<file path="config.mk">
export PLATFORM = sky130hd
export DESIGN_NAME = tpm_spi_key_frame_extractor_core
export DESIGN_NICKNAME = d
export VERILOG_FILES = /design/src/rtl/tskfe_pkg.sv /design/src/rtl/tskfe_parse.sv /design/src/rtl/tskfe_outq.sv /design/src/rtl/tpm_spi_key_frame_extractor_core.sv
export SDC_FILE = /design/constraint.sdc
export NUM_CORES = 1
export LEC_CHECK = 0
export ABC_CLOCK_PERIOD_IN_PS = 3300
export BUFFER_PORTS_ARGS = -buffer_cell sky130_fd_sc_hd__buf_4
export CAP_MARGIN = 20
export CORE_MARGIN = 2
export CORE_UTILIZATION = 62
export CTS_CLUSTER_SIZE = 24
export DETAILED_ROUTE_END_ITERATION = 8
export PLACE_DENSITY = 0.84
export RECOVER_POWER = 25
export SYNTH_ARGS = -nofsm -noshare
export SYNTH_HDL_FRONTEND = slang
export SYNTH_SLANG_ARGS = --single-unit
</file>
<file path="constraint.sdc">
create_clock -name clk -period 3.3 [get_ports clk]
set_input_delay 0.66 -clock clk [delete_from_list [all_inputs] [get_ports clk]]
set_output_delay 0.66 -clock clk [all_outputs]
set_load 0.01 [all_outputs]
</file>
<file path="src/rtl/tskfe_pkg.sv">
// Shared constants, header table and result type of the TPM SPI key frame extractor.
// No dependencies; every other file imports this package.
package tskfe_pkg;

	// Frame matching and key window.
	localparam int HDR_MATCH_BYTES  = 5;
	localparam int KEY_START_OFFSET = 12;
	localparam int KEY_BYTE_COUNT   = 34;

	localparam int HDR_LEN      = 12;
	localparam int KEY_LAST_POS = KEY_START_OFFSET + KEY_BYTE_COUNT - 1;
	localparam int HIST_DEPTH   = (HDR_MATCH_BYTES > 1) ? HDR_MATCH_BYTES - 1 : 1;

	// Highest value the frame position can take, plus room for one increment.
	localparam int POS_TOP = (KEY_LAST_POS > HDR_MATCH_BYTES) ? KEY_LAST_POS + 1
	                                                          : HDR_MATCH_BYTES + 1;
	localparam int POS_W   = $clog2(POS_TOP + 1);

	localparam logic [31:0] MARKER_WORD = 32'h8000_0000;
	localparam logic [31:0] POWER_WORD  = 32'hff53_4644;
	localparam logic [23:0] PAYLOAD_UPPER_ONE  = 24'h00_0001;
	localparam logic [23:0] PAYLOAD_UPPER_ZERO = 24'h00_0000;

	localparam logic [7:0] FRAME_HEADER [HDR_LEN] = '{
		8'h2c, 8'h00, 8'h00, 8'h00, 8'h01, 8'h00,
		8'h00, 8'h00, 8'h03, 8'h20, 8'h00, 8'h00
	};

	typedef struct packed {
		logic       key_valid;
		logic [7:0] key_byte;
		logic       key_last;
		logic       power_on;
	} tskfe_result_t;

endpackage

</file>
<file path="src/rtl/tskfe_parse.sv">
// Word parser: marker tracking, payload history, header match and key window.
// Depends on tskfe_pkg.
module tskfe_parse (
	input  logic                   clk,
	input  logic                   arst_n,
	input  logic                   fire,
	input  logic [31:0]            word,
	output tskfe_pkg::tskfe_result_t result
);
	import tskfe_pkg::*;

	logic                  marker_seen_q;
	logic [7:0]            hist_q [HIST_DEPTH];
	logic                  capture_active_q;
	logic [POS_W-1:0]      frame_pos_q;
	logic                  power_reported_q;

	logic                  payload;
	logic [7:0]            pbyte;
	logic                  in_window;
	logic                  at_last;
	logic                  power_hit;
	logic [HDR_MATCH_BYTES-1:0] cmp;
	logic                  hdr_match;

	assign pbyte     = word[7:0];
	assign payload   = marker_seen_q &&
	                   (word[31:8] == PAYLOAD_UPPER_ONE || word[31:8] == PAYLOAD_UPPER_ZERO);
	assign power_hit = !power_reported_q && (word == POWER_WORD);
	assign in_window = frame_pos_q >= POS_W'(KEY_START_OFFSET);
	assign at_last   = frame_pos_q >= POS_W'(KEY_LAST_POS);

	assign cmp[0] = (pbyte == FRAME_HEADER[HDR_MATCH_BYTES-1]);
	for (genvar k = 1; k < HDR_MATCH_BYTES; k++) begin : g_cmp
		assign cmp[k] = (hist_q[k-1] == FRAME_HEADER[HDR_MATCH_BYTES-1-k]);
	end
	assign hdr_match = &cmp;

	always_comb begin
		result           = '0;
		result.power_on  = power_hit;
		if (payload && capture_active_q && in_window) begin
			result.key_valid = 1'b1;
			result.key_byte  = pbyte;
			result.key_last  = at_last;
		end
	end

	always_ff @(posedge clk or negedge arst_n) begin
		if (!arst_n) begin
			marker_seen_q    <= 1'b0;
			capture_active_q <= 1'b0;
			frame_pos_q      <= '0;
			power_reported_q <= 1'b0;
			for (int i = 0; i < HIST_DEPTH; i++) hist_q[i] <= '0;
		end else if (fire) begin
			marker_seen_q <= (word == MARKER_WORD);
			if (power_hit) power_reported_q <= 1'b1;
			if (payload) begin
				if (capture_active_q) begin
					if (in_window && at_last) capture_active_q <= 1'b0;
					frame_pos_q <= frame_pos_q + 1'b1;
				end else if (hdr_match) begin
					capture_active_q <= 1'b1;
					frame_pos_q      <= POS_W'(HDR_MATCH_BYTES);
				end
				hist_q[0] <= pbyte;
				for (int i = 1; i < HIST_DEPTH; i++) hist_q[i] <= hist_q[i-1];
			end
		end
	end

endmodule

</file>
<file path="src/rtl/tskfe_outq.sv">
// Two-entry result queue that decouples the parser from output stall.
// Depends on tskfe_pkg.
module tskfe_outq (
	input  logic                    clk,
	input  logic                    arst_n,
	input  logic                    push,
	input  tskfe_pkg::tskfe_result_t push_data,
	output logic                    full,
	output logic                    out_valid,
	input  logic                    out_stall,
	output tskfe_pkg::tskfe_result_t out_data
);
	import tskfe_pkg::*;

	tskfe_result_t entry_q [2];
	logic          wr_ptr_q;
	logic          rd_ptr_q;
	logic [1:0]    count_q;
	logic          pop;

	assign out_valid = (count_q != 2'd0);
	assign full      = (count_q == 2'd2);
	assign pop       = out_valid && !out_stall;
	assign out_data  = entry_q[rd_ptr_q];

	always_ff @(posedge clk) begin
		if (push) entry_q[wr_ptr_q] <= push_data;
	end

	always_ff @(posedge clk or negedge arst_n) begin
		if (!arst_n) begin
			wr_ptr_q <= 1'b0;
			rd_ptr_q <= 1'b0;
			count_q  <= 2'd0;
		end else begin
			if (push) wr_ptr_q <= !wr_ptr_q;
			if (pop)  rd_ptr_q <= !rd_ptr_q;
			unique case ({push, pop})
				2'b10:   count_q <= count_q + 2'd1;
				2'b01:   count_q <= count_q - 2'd1;
				default: count_q <= count_q;
			endcase
		end
	end

endmodule

</file>
<file path="src/rtl/tpm_spi_key_frame_extractor_core.sv">
// Path: an accepted word is held in the input register, parsed, and its result is written into the result queue.
// Throughput: one word per cycle while the result queue is not full, set by the single parse stage between
// the input register and the two-entry result queue; the queue lets input run on while one result waits.
// Reset: arst_n clears all control and parser state; no clearing pass is needed.
// Depends on tskfe_pkg, tskfe_parse and tskfe_outq.
module tpm_spi_key_frame_extractor_core (
	input  logic        clk,
	input  logic        arst_n,
	input  logic        in_valid,
	output logic        in_stall,
	input  logic [31:0] capture_word,
	output logic        out_valid,
	input  logic        out_stall,
	output logic        key_valid,
	output logic [7:0]  key_byte,
	output logic        key_last,
	output logic        power_on
);
	import tskfe_pkg::*;

	// Input register stage
	logic          valid_s1;
	logic [31:0]   word_s1;
	logic          accept;
	logic          advance_s1;
	logic          q_full;
	tskfe_result_t parse_res;
	tskfe_result_t out_res;

	// Hold the input word only while the result queue is full.
	assign in_stall   = valid_s1 && q_full;
	assign accept     = in_valid && !in_stall;
	assign advance_s1 = valid_s1 && !q_full;

	always_ff @(posedge clk or negedge arst_n) begin
		if (!arst_n) begin
			valid_s1 <= 1'b0;
		end else if (accept) begin
			valid_s1 <= 1'b1;
		end else if (advance_s1) begin
			valid_s1 <= 1'b0;
		end
	end

	always_ff @(posedge clk) begin
		if (accept) word_s1 <= capture_word;
	end

	// Parse the registered word; state advances only when its result enters the queue.
	tskfe_parse u_parse (
		.clk    (clk),
		.arst_n (arst_n),
		.fire   (advance_s1),
		.word   (word_s1),
		.result (parse_res)
	);

	// Result queue: each transaction on the output drains one entry.
	tskfe_outq u_outq (
		.clk       (clk),
		.arst_n    (arst_n),
		.push      (advance_s1),
		.push_data (parse_res),
		.full      (q_full),
		.out_valid (out_valid),
		.out_stall (out_stall),
		.out_data  (out_res)
	);

	assign key_valid = out_res.key_valid;
	assign key_byte  = out_res.key_byte;
	assign key_last  = out_res.key_last;
	assign power_on  = out_res.power_on;

	// A last flag only ever rides on a key byte.
	a_last_has_key: assert property (@(posedge clk) disable iff (!arst_n)
		out_valid && key_last |-> key_valid)
		else $error("key_last without key_valid");

	// The power-on signature cannot be a payload word, so never both in one result.
	a_power_not_key: assert property (@(posedge clk) disable iff (!arst_n)
		out_valid && power_on |-> !key_valid)
		else $error("power_on and key_valid in one result");

	// A word held by stall stays in the input register until the queue frees up.
	a_s1_holds: assert property (@(posedge clk) disable iff (!arst_n)
		valid_s1 && q_full |=> valid_s1 && $stable(word_s1))
		else $error("input register lost a stalled word");

endmodule
</file>
Yosys cells after proc, flatten, opt, wreduce, memory -nomap -nowiden
Memories as Yosys holds them, arrays and structs flattened.
Cells that the tools add are included.
W data, S select, Z words.
{"block": "op_classes", "addsub": 3, "n_reduce_logical": 28, "n_lt_le_gt_ge": 2, "mux": 11, "eq_ne": 8}
{"op": "$eq A32 B32 Y1 const B", "count": 2}
{"op": "$eq A24 B1 Y1 const B", "count": 1}
{"op": "$logic_not A24 Y1", "count": 1}
{"op": "$logic_not A8 Y1", "count": 3}
{"op": "$mux W6", "count": 2}
{"op": "$mux W10", "count": 1}
{"op": "$logic_and A1 B1 Y1", "count": 9}
{"op": "$eq A8 B1 Y1 const B", "count": 1}
{"op": "$eq A8 B6 Y1 const B", "count": 1}
{"op": "$reduce_bool A2 Y1", "count": 4}
{"op": "$mux W1", "count": 7}
{"op": "$add A6 B1 Y6 const B", "count": 1}
{"op": "$ge A6 B4 Y1 const B", "count": 1}
{"op": "$ge A6 B6 Y1 const B", "count": 1}
{"op": "$logic_not A1 Y1", "count": 6}
{"op": "$reduce_and A5 Y1", "count": 1}
{"op": "$eq A2 B2 Y1 const B", "count": 2}
{"op": "$pmux W2 S2", "count": 1}
{"op": "$reduce_and A2 Y1", "count": 2}
{"op": "$reduce_and A3 Y1", "count": 1}
{"op": "$add A2 B1 Y2 const B", "count": 1}
{"op": "$eq A2 B1 Y1 const B", "count": 1}
{"op": "$sub A2 B1 Y2 const B", "count": 1}
{"op": "$logic_or A1 B1 Y1", "count": 1}
{"block": "word_totals", "ram_bits": 22, "regBits": 78, "n_memories": 1}
{"memory": "u_outq.entry_q", "words": 2, "word_bits": 11, "rd": 1, "rd_clocked_by_memory_dff": 0, "wr": 1, "line_no": "tskfe_outq.sv:15", "text": "tskfe_result_t entry_q [2];"}

Depth between registers and ports, before layout
Gate-level depths: netlist of the first run.
{"block": "logic_depth", "depth_word": 6, "depth_mapped": 6}

Hierarchy
Synthesis of the first run repeated with hierarchy kept, for this count alone.
{"block": "unflattened", "hier_cells": 260, "hier_area_um2": 4058.9}
{"mod": "tskfe_parse", "seq_area_each_um2": 1026.0, "cells_per_inst": 172, "n_inst": 1, "area_per_inst_um2": 2035.7}
{"mod": "tpm_spi_key_frame_extractor_core", "seq_area_each_um2": 985.9, "cells_per_inst": 37, "n_inst": 1, "area_per_inst_um2": 1018.5}
{"mod": "tskfe_outq", "seq_area_each_um2": 760.7, "cells_per_inst": 51, "n_inst": 1, "area_per_inst_um2": 1004.7}

Worst setup path after synthesis of the first run
No wires, ideal clock.
{"block": "synth_timing", "path_type": "register -> register", "startpoint": "register word_s1[19]", "endpoint": "register u_parse.hist_q[17] (netlist name)", "setup_slack_ns": 1.014, "arrival_time_ns": 2.162, "path_stages_with_launch": 7, "path_cell_list": "edfxtp_1 -> or4_4 -> or2_0 -> buf_6 -> nor4_4 -> buf_6 -> mux2_2"}
{"block": "synth_via", "elab_chain_len": 4, "elab_cells_between_ends": 5, "classes_between": "1 x eq/ne; 4 x reduce/logical"}
{"item": "from (decl)", "line_no": "tpm_spi_key_frame_extractor_core.sv:23", "text": "logic [31:0] word_s1;"}
{"item": "from (signal assigned)", "line_no": "tpm_spi_key_frame_extractor_core.sv:46", "text": "if (accept) word_s1 <= capture_word;"}
{"item": "$eq A24 B1 Y1 or $logic_not A24 Y1 (tied branches)", "line_no": "tskfe_parse.sv:28", "text": "(word[31:8] == PAYLOAD_UPPER_ONE || word[31:8] == PAYLOAD_UPPER_ZERO);"}
{"item": "$logic_or A1 B1 Y1 (*)", "line_no": "tskfe_parse.sv:28"}
{"item": "$logic_and A1 B1 Y1 (*)", "line_no": "tskfe_parse.sv:27", "text": "assign payload = marker_seen_q &&"}
{"item": "$reduce_and A2 Y1 (no source line) (*)"}
{"item": "to (decl)", "line_no": "tskfe_parse.sv:13", "text": "logic [7:0] hist_q [HIST_DEPTH];"}
Mark *: on every way between the ends. The rest lies on a longest branch, timed or not.
A chain may end at the register's enable or synchronous reset.

==> results of run 1 <==
layout make-up:
cell class | count | area [um^2] | area share
multi-input cells | 154 | 1264 | 0.2669
inverters | 5 | 18.77 | 0.003964
repair buffers | 50 | 371.6 | 0.07849
clock buffers | 12 | 166.4 | 0.03515
flip-flops and latches | 100 | 2773 | 0.5856
well taps | 77 | 96.34 | 0.02035
clock inverters | 4 | 45.04 | 0.009514
flip-flops by register name (all words and copies together) (netlist names), 2 cells and up:
| name | count |
|---|---|
| u_outq.count_q | 2 |
| u_outq.entry_q | 22 |
| u_parse.frame_pos_q | 6 |
| u_parse.hist_q | 32 |
| word_s1 | 32 |
synthesized netlist by cell type (all sizes together), types with 3 or more instances:
cell,count
nor3,5
nand2,8
and2,9
edfxtp,54
dfrtp,46
and3,5
inv,5
and4,3
buf,6
nand3,4
a31oi,3
ha,5
a2111o,3
xnor2,3
o31a,3
or3,4
or4,4
mux2,43
nor2,7
nor4,16
nand2b,4
nand4,5
final timing paths:
kind / slack [ns] / cells after the start / to
worst min register to register: 0.50 / 1 / u_parse.power_reported_q
worst max-delay path: 0.66 / 4 / u_outq.entry_q[1][4]
worst min-delay path: 0.50 / 1 / u_parse.power_reported_q
min in group asynchronous: 1.03 / 1 / u_parse.frame_pos_q[0]
max in group asynchronous: 0.92 / 1 / u_parse.hist_q[9]
worst max register to register: 0.66 / 4 / u_outq.entry_q[1][4]
power groups by stage:
stage               clock network (mW)  registers (mW)  logic [mW]
detailed placement                   0            1.66       0.544
CTS                              0.807            1.63       0.547
global route                     0.872            1.65       0.584
global placement                     0            1.65       0.527
finish                           0.802            1.63       0.535
floorplan                            0            1.60       0.338
cells by family (layout without fill, tap and decap cells):
group,count (synthesis),count (layout),share of synthesized area
multiplexers,43,43,0.1177
AND/OR/NAND/NOR,83,83,0.1271
flip-flops,100,100,0.6738
adder cells (fa/ha/maj),5,5,0.01520
buffers and inverters,13,71,0.01916
XOR/XNOR,5,5,0.01064
AO/OA/AOI/OAI,18,18,0.03649
routing by layer:
layer | wire, um | vias to the layer above | GRT usage
met1 | 3046 | 1184 | 0.2726
met5 | 13 | - | 0
met2 | 3687 | 68 | 0.3643
li1 | - | 1135 | -
met4 | 84 | 2 | 0.06782
met3 | 329 | 12 | 0.04280
metrics by stage:
stage          hold slack [ns]  area (um^2)
6_report                0.4966         4735
5_1_grt                 0.4852         4735
4_1_cts                 0.3190         4738
3_5_place_dp            0.4692         4527
3_3_place_gp            0.4545         4527
2_1_floorplan           0.3644         4115
==> metrics.log, run 1 <==
INFO  metric sequentialPowerShare = 0.550
INFO  metric yosys_warnings = 0
INFO  metric globalRoute.totalOverflow = 0
INFO  metric drt_first_iter_violations = 130
INFO  metric die_x = ~85 um
INFO  metric core-area = around 6400 um^2
INFO  metric netSwitchingFraction = 0.2545
INFO  metric synthesis.instances = between 200 and 300
INFO  metric clk_latency = approximately 0.34 ns
INFO  metric cp_cell_sequence = or4_4 -> or2_0 -> nor4_2 -> and2_1
INFO  metric critical_path_buf_inv_count = 0
INFO  metric timing_worst_setup_path_type = reg -> reg
INFO  metric clkTransAtPathRegs = ~0.090 ns
INFO  metric final_util = 0.7414
INFO  metric tritoncts = done
INFO  metric timing.critical_path.required = 3.50 ns
INFO  metric unrepaired_setup_endpoints_after_global_routing = no
INFO  metric floorplan.die_area = around 7300 um^2
INFO  metric cts-hold-fix-buffers = 0
INFO  metric post-place-cells = about 390
INFO  metric dp_hpwl = 5.097 mm
INFO  metric drt.antenna.violating_nets = 0
INFO  metric post_synthesis_cell_type_with_the_largest_combined_area = edfxtp_1
INFO  metric worst_ep_arrival_time = between 2 and 3 ns
INFO  metric timing.critical_path.max_delay_family = simple AND/OR/NAND/NOR gates
INFO  metric clock_power_share = 0.270
INFO  metric critical-path-max-stage-delay = roughly 0.84 ns
INFO  metric finalHoldViolations = 0
INFO  metric first_global_vias = between 2,000 and 2,500
INFO  metric synth_top_cell_area_share = 0.3940
INFO  metric timing.critical_path.to_type = flop
INFO  metric number_of_unique_standard_cell_types_used_by_synthesis = between 40 and 50
INFO  metric final_power = between 2 and 3 mW
INFO  metric synth-seq-cells = 100
INFO  metric mostFrequentLayoutCells = edfxtp_1 (54), dfrtp_1 (46), mux2_2 (39)
INFO  metric vias_per_cell = between 5 and 6
INFO  metric max-slew-margin-rel = -0.5875
INFO  metric clock_skew = slightly above 0.009 ns
INFO  metric r2r_start = word_s1[19]
INFO  metric layout_worst_path_cycle_share = 0.8008
INFO  metric cts_inserted_buffers = 9
INFO  metric synth_sequential_area_ratio = 0.6738
INFO  metric report.final.slew_viol_count = between 40 and 50
INFO  metric clock_tree_sinks = 100
INFO  metric layout-drive-gt1-share = 0.3385
INFO  metric violations = max-capacitance violations, max-slew violations
INFO  metric place.port_buffers = between 40 and 50
INFO  metric cts-root-buf = clkbuf_8
INFO  metric critPathLaunch = word_s1[19]
INFO  metric initial_core_util = 0.6444
INFO  metric status = complete, but fails checks
INFO  metric postLayoutSetupSlackWorst = ~0.66 ns
INFO  metric final_cell_count_without_fillers = ~400
INFO  metric finalWeightedCongestion = 0.8773
INFO  metric total_setup_violations_reported_at_the_end_of_the_flow = 0
INFO  metric ys_dominant_reg_cell = edfxtp_1
INFO  metric antenna_found_initial = 1
INFO  metric pin_count = approximately 50
INFO  metric hold_path.class = reg -> reg
INFO  metric vias = ~2,400
INFO  metric comb_power_share = 0.180
INFO  metric final.min_clock_period = approximately 2.6 ns
INFO  metric mostFrequentLayoutCell = edfxtp_1
INFO  metric async_flop_share = 0.4600
INFO  metric cts-resized-gates = 0
INFO  metric total_global_route_track_usage = 0.2119
INFO  metric cts.htree.levels = 3
INFO  metric place_worst_setup_slack = approximately 0.7 ns
INFO  metric cap_viol_max_count = 1
INFO  metric internal-power = approximately 2.2 mW
INFO  metric power.density = 627.3 nW/um^2
INFO  metric drt-wirelength-per-cell = 17.81 um
INFO  metric fin_tns_setup = 0 ns
INFO  metric post_synthesis_mean_instance_area = between 15 and 20 um^2
INFO  metric fillerInstances = just under 400
INFO  metric fmax = ~380 MHz
INFO  metric die_height = 85.47 um
INFO  metric netlist_top_cells_area = edfxtp_1 (39%), dfrtp_1 (28%), mux2_2 (11%)
INFO  metric routed_wirelength = approximately 7 mm
INFO  metric num_antenna_cells = 0
INFO  metric timing.critical_path.slowest_stage_cell = nor4_2
INFO  metric critical_path.max_fanout = 10
INFO  metric largest_net_degree_at_the_start_of_global_routing = 47
INFO  metric critical_path.startpoint_type = flop
INFO  metric layout.nets = 361
INFO  metric placement_rows = 29
INFO  metric global_route_wire_length_before_repair = 11.79 mm
INFO  metric worst_vdd_ir = ~0.47 mV
INFO  metric max_slew.worst_pin.slew = between 2 and 2.5 ns
INFO  metric worst_hold_startpoint = u_parse.power_reported_q
INFO  metric post-cts-setup-buffer-count = 0
INFO  metric dr.pass1.iters = 4
INFO  metric synthToLayoutAreaGrowth = 15.05%
INFO  metric synth_fp_nets = ~300
INFO  metric power.leakage = around 2 nW
INFO  metric drt_drc_violations_left = 0
INFO  metric syn_area = roughly 4000 um^2
INFO  metric synth_edf_count = 54
INFO  metric net-switching-power = approximately 0.76 mW
INFO  metric clockBufferDepth = 2
Note: power is estimated with default switching activity, not from simulation.
==> run 2: changes to the inputs <==
- ABC_CLOCK_PERIOD_IN_PS: 3300 -> 2200
- CORE_UTILIZATION: 62 -> 52
- PLACE_DENSITY: 0.84 -> 0.75
- clock period: 3.3 -> 2.2 ns (I/O delays scaled with it)
==> metrics.log, run 2 (synthesis results as in run 1) <==
INFO  metric critPathLaunch = word_s1[19] (unchanged)
INFO  metric core-area = 7687 um^2 (was 6386 um^2)
INFO  metric pin_count = 49 (unchanged)
INFO  metric comb_power_share = 0.189 (was 0.180)
INFO  metric timing.critical_path.to_type = flop (unchanged)
INFO  metric layout_worst_path_cycle_share = 1.021 (was 0.8008)
INFO  metric finalWeightedCongestion = 0.8878 (was 0.8773)
INFO  metric worst_hold_startpoint = capture_word[5] (was u_parse.power_reported_q)
INFO  metric hold_path.class = in -> reg (was reg -> reg)
INFO  metric num_antenna_cells = 0 (unchanged)
INFO  metric initial_core_util = 0.5353 (was 0.6444)
INFO  metric sequentialPowerShare = 0.552 (was 0.550)
INFO  metric net-switching-power = 1.164 mW (was 0.7559 mW)
INFO  metric tritoncts = done (unchanged)
INFO  metric power.leakage = 2.118 nW (was 1.996 nW)
INFO  metric whs_path_depth = 1 (unchanged)
INFO  metric vias_per_cell = 5.622 (was 5.973)
INFO  metric die_height = 92.96 um (was 85.47 um)
INFO  metric drt.antenna.violating_nets = 0 (unchanged)
INFO  metric synthToLayoutAreaGrowth = 22.99% (was 15.05%)
INFO  metric clockBufferDepth = 2 (unchanged)
INFO  metric total_global_route_track_usage = 0.1820 (was 0.2119)
INFO  metric critical-path-max-stage-delay = 0.56 ns (was 0.84 ns)
INFO  metric max_slew.worst_pin.slew = 1.142 ns (was 2.381 ns)
INFO  metric r2r-end = u_parse.hist_q[3] (was u_outq.entry_q[1][4])
INFO  metric unrepaired_setup_endpoints_after_global_routing = yes (was no)
INFO  metric mostFrequentLayoutCells = edfxtp_1 (54), dfrtp_1 (46), clkbuf_4 (32) (was edfxtp_1 (54), dfrtp_1 (46), mux2_2 (39))
INFO  metric internal-power = 3.260 mW (was 2.214 mW)
INFO  metric drt_drc_violations_left = 0 (unchanged)
INFO  metric cts.htree.levels = 3 (unchanged)
INFO  metric cts-hold-fix-buffers = 0 (unchanged)
INFO  metric first_global_vias = 2,493 (was 2,480)
INFO  metric hold_path_end = word_s1[5] (was u_parse.power_reported_q)
INFO  metric power.density = 874.1 nW/um^2 (was 627.3 nW/um^2)
INFO  metric status = complete, but fails checks (unchanged)
INFO  metric fillerInstances = 555 (was 390)
INFO  metric cp_cell_sequence = or4_4 -> or2_4 -> nor4_4 -> buf_4 -> clkbuf_16 -> mux2_2 (was or4_4 -> or2_0 -> nor4_2 -> and2_1)
INFO  metric final.hold.worst_slack = 0.2774 ns (was 0.4966 ns)
INFO  metric clkTransAtPathRegs = 0.10 ns (was 0.09 ns)
INFO  metric layout-drive-gt1-share = 0.4006 (was 0.3385)
INFO  metric netSwitchingFraction = 0.2631 (was 0.2545)
INFO  metric postLayoutSetupSlackWorst = -0.04589 ns (was 0.6572 ns)
INFO  metric critical_path.startpoint_type = flop (unchanged)
INFO  metric total_setup_violations_reported_at_the_end_of_the_flow = 31 (was 0)
INFO  metric die_x = 92.96 um (was 85.47 um)
INFO  metric r2r_start = word_s1[19] (unchanged)
INFO  metric timing_worst_setup_path_type = reg -> reg (unchanged)
INFO  metric clock_power_share = 0.259 (was 0.270)
INFO  metric largest_net_degree_at_the_start_of_global_routing = 47 (unchanged)
INFO  metric layout.nets = 378 (was 361)
INFO  metric dr.pass1.iters = 4 (unchanged)
INFO  metric antenna_found_initial = 0 (was 1)
INFO  metric clock_tree_sinks = 100 (unchanged)
INFO  metric violations = negative setup slack (was max-capacitance violations, max-slew violations)
INFO  metric report.final.slew_viol_count = 0 (was 47)
INFO  metric placement_rows = 32 (was 29)
INFO  metric worst_vdd_ir = 0.5402 mV (was 0.4722 mV)
INFO  metric final_power = 4.424 mW (was 2.970 mW)
INFO  metric cts-root-buf = clkbuf_8 (unchanged)
INFO  metric place_area = 4649 um^2 (was 4527 um^2)
INFO  metric clock_skew = 0.01415 ns (was 0.009131 ns)
INFO  metric cts_inserted_buffers = 9 (unchanged)
INFO  metric globalRoute.totalOverflow = 0 (unchanged)
INFO  metric finish.instance_area = 5061 um^2 (was 4735 um^2)
INFO  metric drt-wirelength-per-cell = 16.98 um (was 17.81 um)
INFO  metric reg_top3 = u_parse.hist_q x32, word_s1 x32, u_outq.entry_q x22 (unchanged)
INFO  metric drt_first_iter_violations = 151 (was 130)
INFO  metric timing.reg2reg.worst_path_depth = 6 (was 4)
INFO  metric timing.critical_path.required = 2.44 ns (was 3.50 ns)
INFO  metric clk_latency = 0.35 ns (was 0.34 ns)
INFO  metric global_route_wire_length_before_repair = 12.16 mm (was 11.79 mm)
INFO  metric mostFrequentLayoutCell = edfxtp_1 (unchanged)
INFO  metric critical_path.max_fanout = 8 (was 10)
INFO  metric routed_wirelength = 7.541 mm (was 7.161 mm)
INFO  metric fmax = 445.3 MHz (was 378.4 MHz)
INFO  metric worst-r2r-setup-slack = -0.05 ns (was 0.66 ns)
INFO  metric max-slew-margin-rel = 0.2386 (was -0.5875)
INFO  metric worst_ep_arrival_time = 2.49 ns (was 2.84 ns)
INFO  metric dp_hpwl = 5.045 mm (was 5.097 mm)
INFO  metric cap_viol_max_count = 0 (was 1)
INFO  metric place.port_buffers = 48 (unchanged)
INFO  metric timing.critical_path.slowest_stage_cell = or4_4 (was nor4_2)
INFO  metric final.min_clock_period = 2.246 ns (was 2.643 ns)
INFO  metric finalHoldViolations = 0 (unchanged)
INFO  metric vias = 2,496 (was 2,401)
INFO  metric floorplan.die_area = 8642 um^2 (was 7305 um^2)
## run 2: changes by cell type in the layout (fill, tap and decap cells not counted), sizes merged
cell and delta:
clkbuf -1, buf +15, inv +3
## run 2: worst max-delay path, delay by kind of cell (launching register included)
family	cells	cell delay, ns
buf+inv	2	0.36
mux	1	0.32
flops	1	0.37
simple gates	3	1.09
## run 2: worst max path at each step
stage                               endpoint
after floorplan           u_parse.hist_q[17]
after global placement    u_parse.hist_q[21]
after detailed placement  u_parse.hist_q[19]
after CTS                 u_parse.hist_q[26]
after global routing      u_parse.hist_q[16]
final                      u_parse.hist_q[3]
## run 2: repair_timing
| item | CTS | global route |
|---|---|---|
| setup endpoints to repair | 34 | 44 |
| buffers inserted | 1 | 3 |
| pin swaps | 0 | 7 |
| resized for setup | 3 | 31 |
| gates cloned | 1 | 2 |
## run 2: metal layers
layer	GRT usage	up-vias	wire length (um)
met5	0	-	0
met4	0.05760	0	85
met3	0.03092	7	335
met2	0.2935	70	3748
met1	0.2553	1252	3371
li1	-	1167	-
## run 2: through the flow
stage                 util  TNS (ns)  worst slack (ns)  instances
finish              0.6584   -0.7505          -0.04589        444
global route        0.6584    -3.971           -0.1525        444
CTS                 0.6364   -0.2170          -0.01738        439
detailed placement  0.6048   -0.1201          -0.01134        421
global placement    0.6048         0           0.03846        421
floorplan                -   -0.3008          -0.01259        267
## run 2: layout make-up
cell class,count,area [um^2],area share
Tap cell,102,127.6,0.02522
Clock inverter,7,72.57,0.01434
Inverter,5,18.77,0.003708
Multi-Input combinational cell,154,1386,0.2739
Clock buffer,9,123.9,0.02447
Timing Repair Buffer,67,559.3,0.1105
Sequential cell,100,2773,0.5478
## run 2: power by group through the flow
stage / Combinational [mW] / Clock (mW) / Sequential [mW]
after floorplan: 0.508 / 0 / 2.41
after global placement: 0.841 / 0 / 2.47
after detailed placement: 0.846 / 0 / 2.48
after CTS: 0.851 / 1.17 / 2.44
after global routing: 0.916 / 1.26 / 2.47
final: 0.837 / 1.14 / 2.44
==> run 3: changes to the inputs <==
- ABC_AREA: not set -> 1
- ABC_CLOCK_PERIOD_IN_PS: 2200 -> 2700
- CORE_UTILIZATION: 52 -> 62
- PLACE_DENSITY: 0.75 -> 0.84
- clock period: 2.2 -> 2.7 ns (I/O delays scaled with it)
==> metrics.log, run 3 <==
INFO  metric clock_tree_sinks = 100 (unchanged)
INFO  metric drt_first_iter_violations = 161 (was 151)
INFO  metric drt_drc_violations_left = 0 (unchanged)
INFO  metric total_global_route_track_usage = 0.2291 (was 0.1820)
INFO  metric vias = 2,961 (was 2,496)
INFO  metric critical_path.startpoint_type = flop (unchanged)
INFO  metric synth-seq-cells = 100 (unchanged)
INFO  metric placement_rows = 30 (was 32)
INFO  metric layout_worst_path_cycle_share = 0.8074
INFO  metric global_route_wire_length_before_repair = 13.27 mm (was 12.16 mm)
INFO  metric comb_power_share = 0.208 (was 0.189)
INFO  metric die_height = 87.60 um (was 92.96 um)
INFO  metric clkTransAtPathRegs = 0.10 ns (about the same)
INFO  metric timing.reg2reg.worst_path_depth = 8 (was 6)
INFO  metric reg_top3 = u_parse.hist_q x32, word_s1 x32, u_outq.entry_q x22 (unchanged)
INFO  metric fin_tns_setup = 0 ns (was -0.7505 ns)
INFO  metric timing.critical_path.to_type = output pin (was flop)
INFO  metric final.min_clock_period = around 2.2 ns
INFO  metric finalWeightedCongestion = 0.8593 (was 0.8878)
INFO  metric max-slew-margin-rel = 0.2327 (was 0.2386)
INFO  metric net-switching-power = 1.095 mW (was 1.164 mW)
INFO  metric number_of_unique_standard_cell_types_used_by_synthesis = 31 (was 44)
INFO  metric initial_core_util = 0.6378 (was 0.5353)
INFO  metric clock_power_share = 0.243 (was 0.259)
INFO  metric max_slew.worst_pin.slew = 1.151 ns (was 1.142 ns)
INFO  metric cts-root-buf = clkbuf_8 (unchanged)
INFO  metric synth_sequential_area_ratio = 0.6399 (was 0.6738)
INFO  metric floorplan.die_area = 7673 um^2 (was 8642 um^2)
INFO  metric pin_count = 49 (unchanged)
INFO  metric async_flop_share = 0.4600 (unchanged)
INFO  metric layout.nets = 520 (was 378)
INFO  metric layout-drive-gt1-share = 0.1921 (was 0.4006)
INFO  metric timing.critical_path.required = 2.16 ns (was 2.44 ns)
INFO  metric post-synth-top-count-cell = nand2_1 (was edfxtp_1)
INFO  metric drt.antenna.violating_nets = 0 (unchanged)
INFO  metric report.final.slew_viol_count = 0 (unchanged)
INFO  metric dp_hpwl = 5.610 mm (was 5.045 mm)
INFO  metric cts-hold-fix-buffers = 0 (unchanged)
INFO  metric num_antenna_cells = 0 (unchanged)
INFO  metric r2r-end = u_parse.hist_q[14] (was u_parse.hist_q[3])
INFO  metric mostFrequentLayoutCells = nand2_1 (146), edfxtp_1 (54), nor2_1 (51) (was edfxtp_1 (54), dfrtp_1 (46), clkbuf_4 (32))
INFO  metric cts-resized-gates = 0 (was 3)
INFO  metric antenna_found_initial = 0 (unchanged)
INFO  metric netSwitchingFraction = 0.3040 (was 0.2631)
INFO  metric internal-power = 2.506 mW (was 3.260 mW)
INFO  metric post_synthesis_cell_type_with_the_largest_combined_area = edfxtp_1 (unchanged)
INFO  metric dr.pass1.iters = 5 (was 4)
INFO  metric place.port_buffers = 48 (unchanged)
INFO  metric worst_ep_arrival_time = 1.64 ns (was 2.49 ns)
INFO  metric place_area = 4768 um^2 (was 4649 um^2)
INFO  metric die_x = 87.60 um (was 92.96 um)
INFO  metric ys_dominant_reg_cell = edfxtp_1 (unchanged)
INFO  metric status = finished clean (was complete, but fails checks)
INFO  metric worst-r2r-setup-slack = 0.84 ns (was -0.05 ns)
INFO  metric r2r_start = word_s1[23] (was word_s1[19])
INFO  metric hold_path.class = in -> reg (unchanged)
INFO  metric sequentialPowerShare = 0.549 (was 0.552)
INFO  metric clockBufferDepth = 2 (unchanged)
INFO  metric core-area = 6794 um^2 (was 7687 um^2)
INFO  metric worst_vdd_ir = 0.5200 mV (was 0.5402 mV)
INFO  metric tritoncts = done (unchanged)
INFO  metric synth_top_cell_area_share = 0.3742 (was 0.3940)
INFO  metric synthesis.instances = 425 (was 267)
INFO  metric first_global_vias = 2,989 (was 2,493)
INFO  metric fmax = 458.7 MHz
INFO  metric critical_path.max_fanout = 13 (was 8)
INFO  metric power.leakage = 2.308 nW (was 2.118 nW)
INFO  metric synth.cells.most_frequent = nand2_1 (146), edfxtp_1 (54), nor2_1 (51) (was edfxtp_1 (54), dfrtp_1 (46), mux2_2 (39))
INFO  metric synth_edf_count = 54 (unchanged)
INFO  metric mostFrequentLayoutCell = nand2_1 (was edfxtp_1)
INFO  metric routed_wirelength = 7.850 mm (was 7.541 mm)
INFO  metric hold_path_end = word_s1[20] (was word_s1[5])
INFO  metric clock_skew = 0.01347 ns (was 0.01415 ns)
INFO  metric whs_path_depth = 1 (unchanged)
INFO  metric finalHoldViolations = 0 (unchanged)
INFO  metric cts_inserted_buffers = 9 (unchanged)
INFO  metric largest_net_degree_at_the_start_of_global_routing = 47 (unchanged)
INFO  metric netlist_top_cells_area = edfxtp_1 (37%), dfrtp_1 (27%), nand2_1 (13%) (was edfxtp_1 (39%), dfrtp_1 (28%), mux2_2 (11%))
INFO  metric power.density = 727.6 nW/um^2 (was 874.1 nW/um^2)
INFO  metric synthToLayoutAreaGrowth = 14.21% (was 22.99%)
INFO  metric total_setup_violations_reported_at_the_end_of_the_flow = 0 (was 31)
INFO  metric drt-wirelength-per-cell = 13.53 um (was 16.98 um)
INFO  metric post-cts-setup-buffer-count = 0 (was 1)
INFO  metric synth_fp_nets = 466 (was 308)
INFO  metric syn_area = 4333 um^2 (was 4115 um^2)
INFO  metric post_synthesis_mean_instance_area = 10.20 um^2 (was 15.41 um^2)
INFO  metric finish.instance_area = 4949 um^2 (was 5061 um^2)
INFO  metric cap_viol_max_count = 0 (unchanged)
INFO  metric timing_worst_setup_path_type = reg -> out (was reg -> reg)
INFO  metric clk_latency = 0.36 ns (was 0.35 ns)
INFO  metric yosys_warnings = 0 (unchanged)
INFO  metric globalRoute.totalOverflow = 0 (unchanged)
INFO  metric unrepaired_setup_endpoints_after_global_routing = no (was yes)
INFO  metric worst_hold_startpoint = capture_word[20] (was capture_word[5])
INFO  metric vias_per_cell = 5.105 (was 5.622)
INFO  metric final_util = 0.7284 (was 0.6584)
INFO  metric cts.htree.levels = 3 (unchanged)
run 3: worst max-delay path by stage:
stage / slack [ns] / end / from / cells past startpoint
final: 0.52 / key_byte[1] / u_outq.rd_ptr_q / 4
after floorplan: 0.99 / word_s1[0] / u_outq.count_q[0] / 4
after CTS: 0.50 / key_byte[4] / u_outq.rd_ptr_q / 4
after detailed placement: 0.85 / u_parse.hist_q[31] / word_s1[19] / 8
after global routing: 0.37 / key_byte[3] / u_outq.rd_ptr_q / 4
after global placement: 0.95 / key_byte[6] / u_outq.rd_ptr_q / 4
run 3: logic make-up (layout without fill, tap and decap cells):
kind of cell,Yosys count,in the layout,share of synthesized area
AND/OR/NAND/NOR,251,251,0.2518
flip-flops,100,100,0.6399
buffers and inverters,41,100,0.04476
AO/OA/AOI/OAI,22,22,0.03696
XOR/XNOR,6,6,0.01213
adder cells (fa/ha/maj),5,5,0.01444
run 3: final cells by class:
cell class,count,area [um^2]
inverters,33,126.4
repair buffers,51,376.6
flip-flops and latches,100,2773
clock inverters,5,45.04
multi-input cells,284,1366
clock buffers,11,141.4
fillers,480,1846
well taps,96,120.1
run 3: power groups by stage:
stage | Clock (mW) | Sequential (mW) | Combinational (mW)
after detailed placement | 0 | 2.01 | 0.755
after global placement | 0 | 1.99 | 0.722
after floorplan | 0 | 1.96 | 0.444
after global routing | 0.959 | 2.00 | 0.831
final | 0.876 | 1.98 | 0.749
after CTS | 0.898 | 1.98 | 0.759
run 3: worst max-delay path, stage by stage (launching register included):
cell and delay (ns):
dfrtp_1 0.63, inv_1 0.30, nand2_1 0.13, nand2_1 0.07, buf_4 0.15
run 3: per-layer routing:
metal,track usage,share of wire,wire length (um)
met5,0,0,0
met4,0.08112,0.019,148
met3,0.05467,0.033,261
met2,0.3974,0.52,4102
met1,0.2823,0.43,3337
run 3: per-stage QoR:
step	setup WS, ns	std cells	total power, mW	hold WS, ns
6_report	0.5200	580	3.601	0.3755
5_1_grt	0.3735	580	3.788	0.3476
3_5_place_dp	0.8490	564	2.764	0.4605
4_1_cts	0.5004	580	3.633	0.1896
2_1_floorplan	0.9908	425	2.407	0.2444
3_3_place_gp	0.9463	564	2.716	0.4571
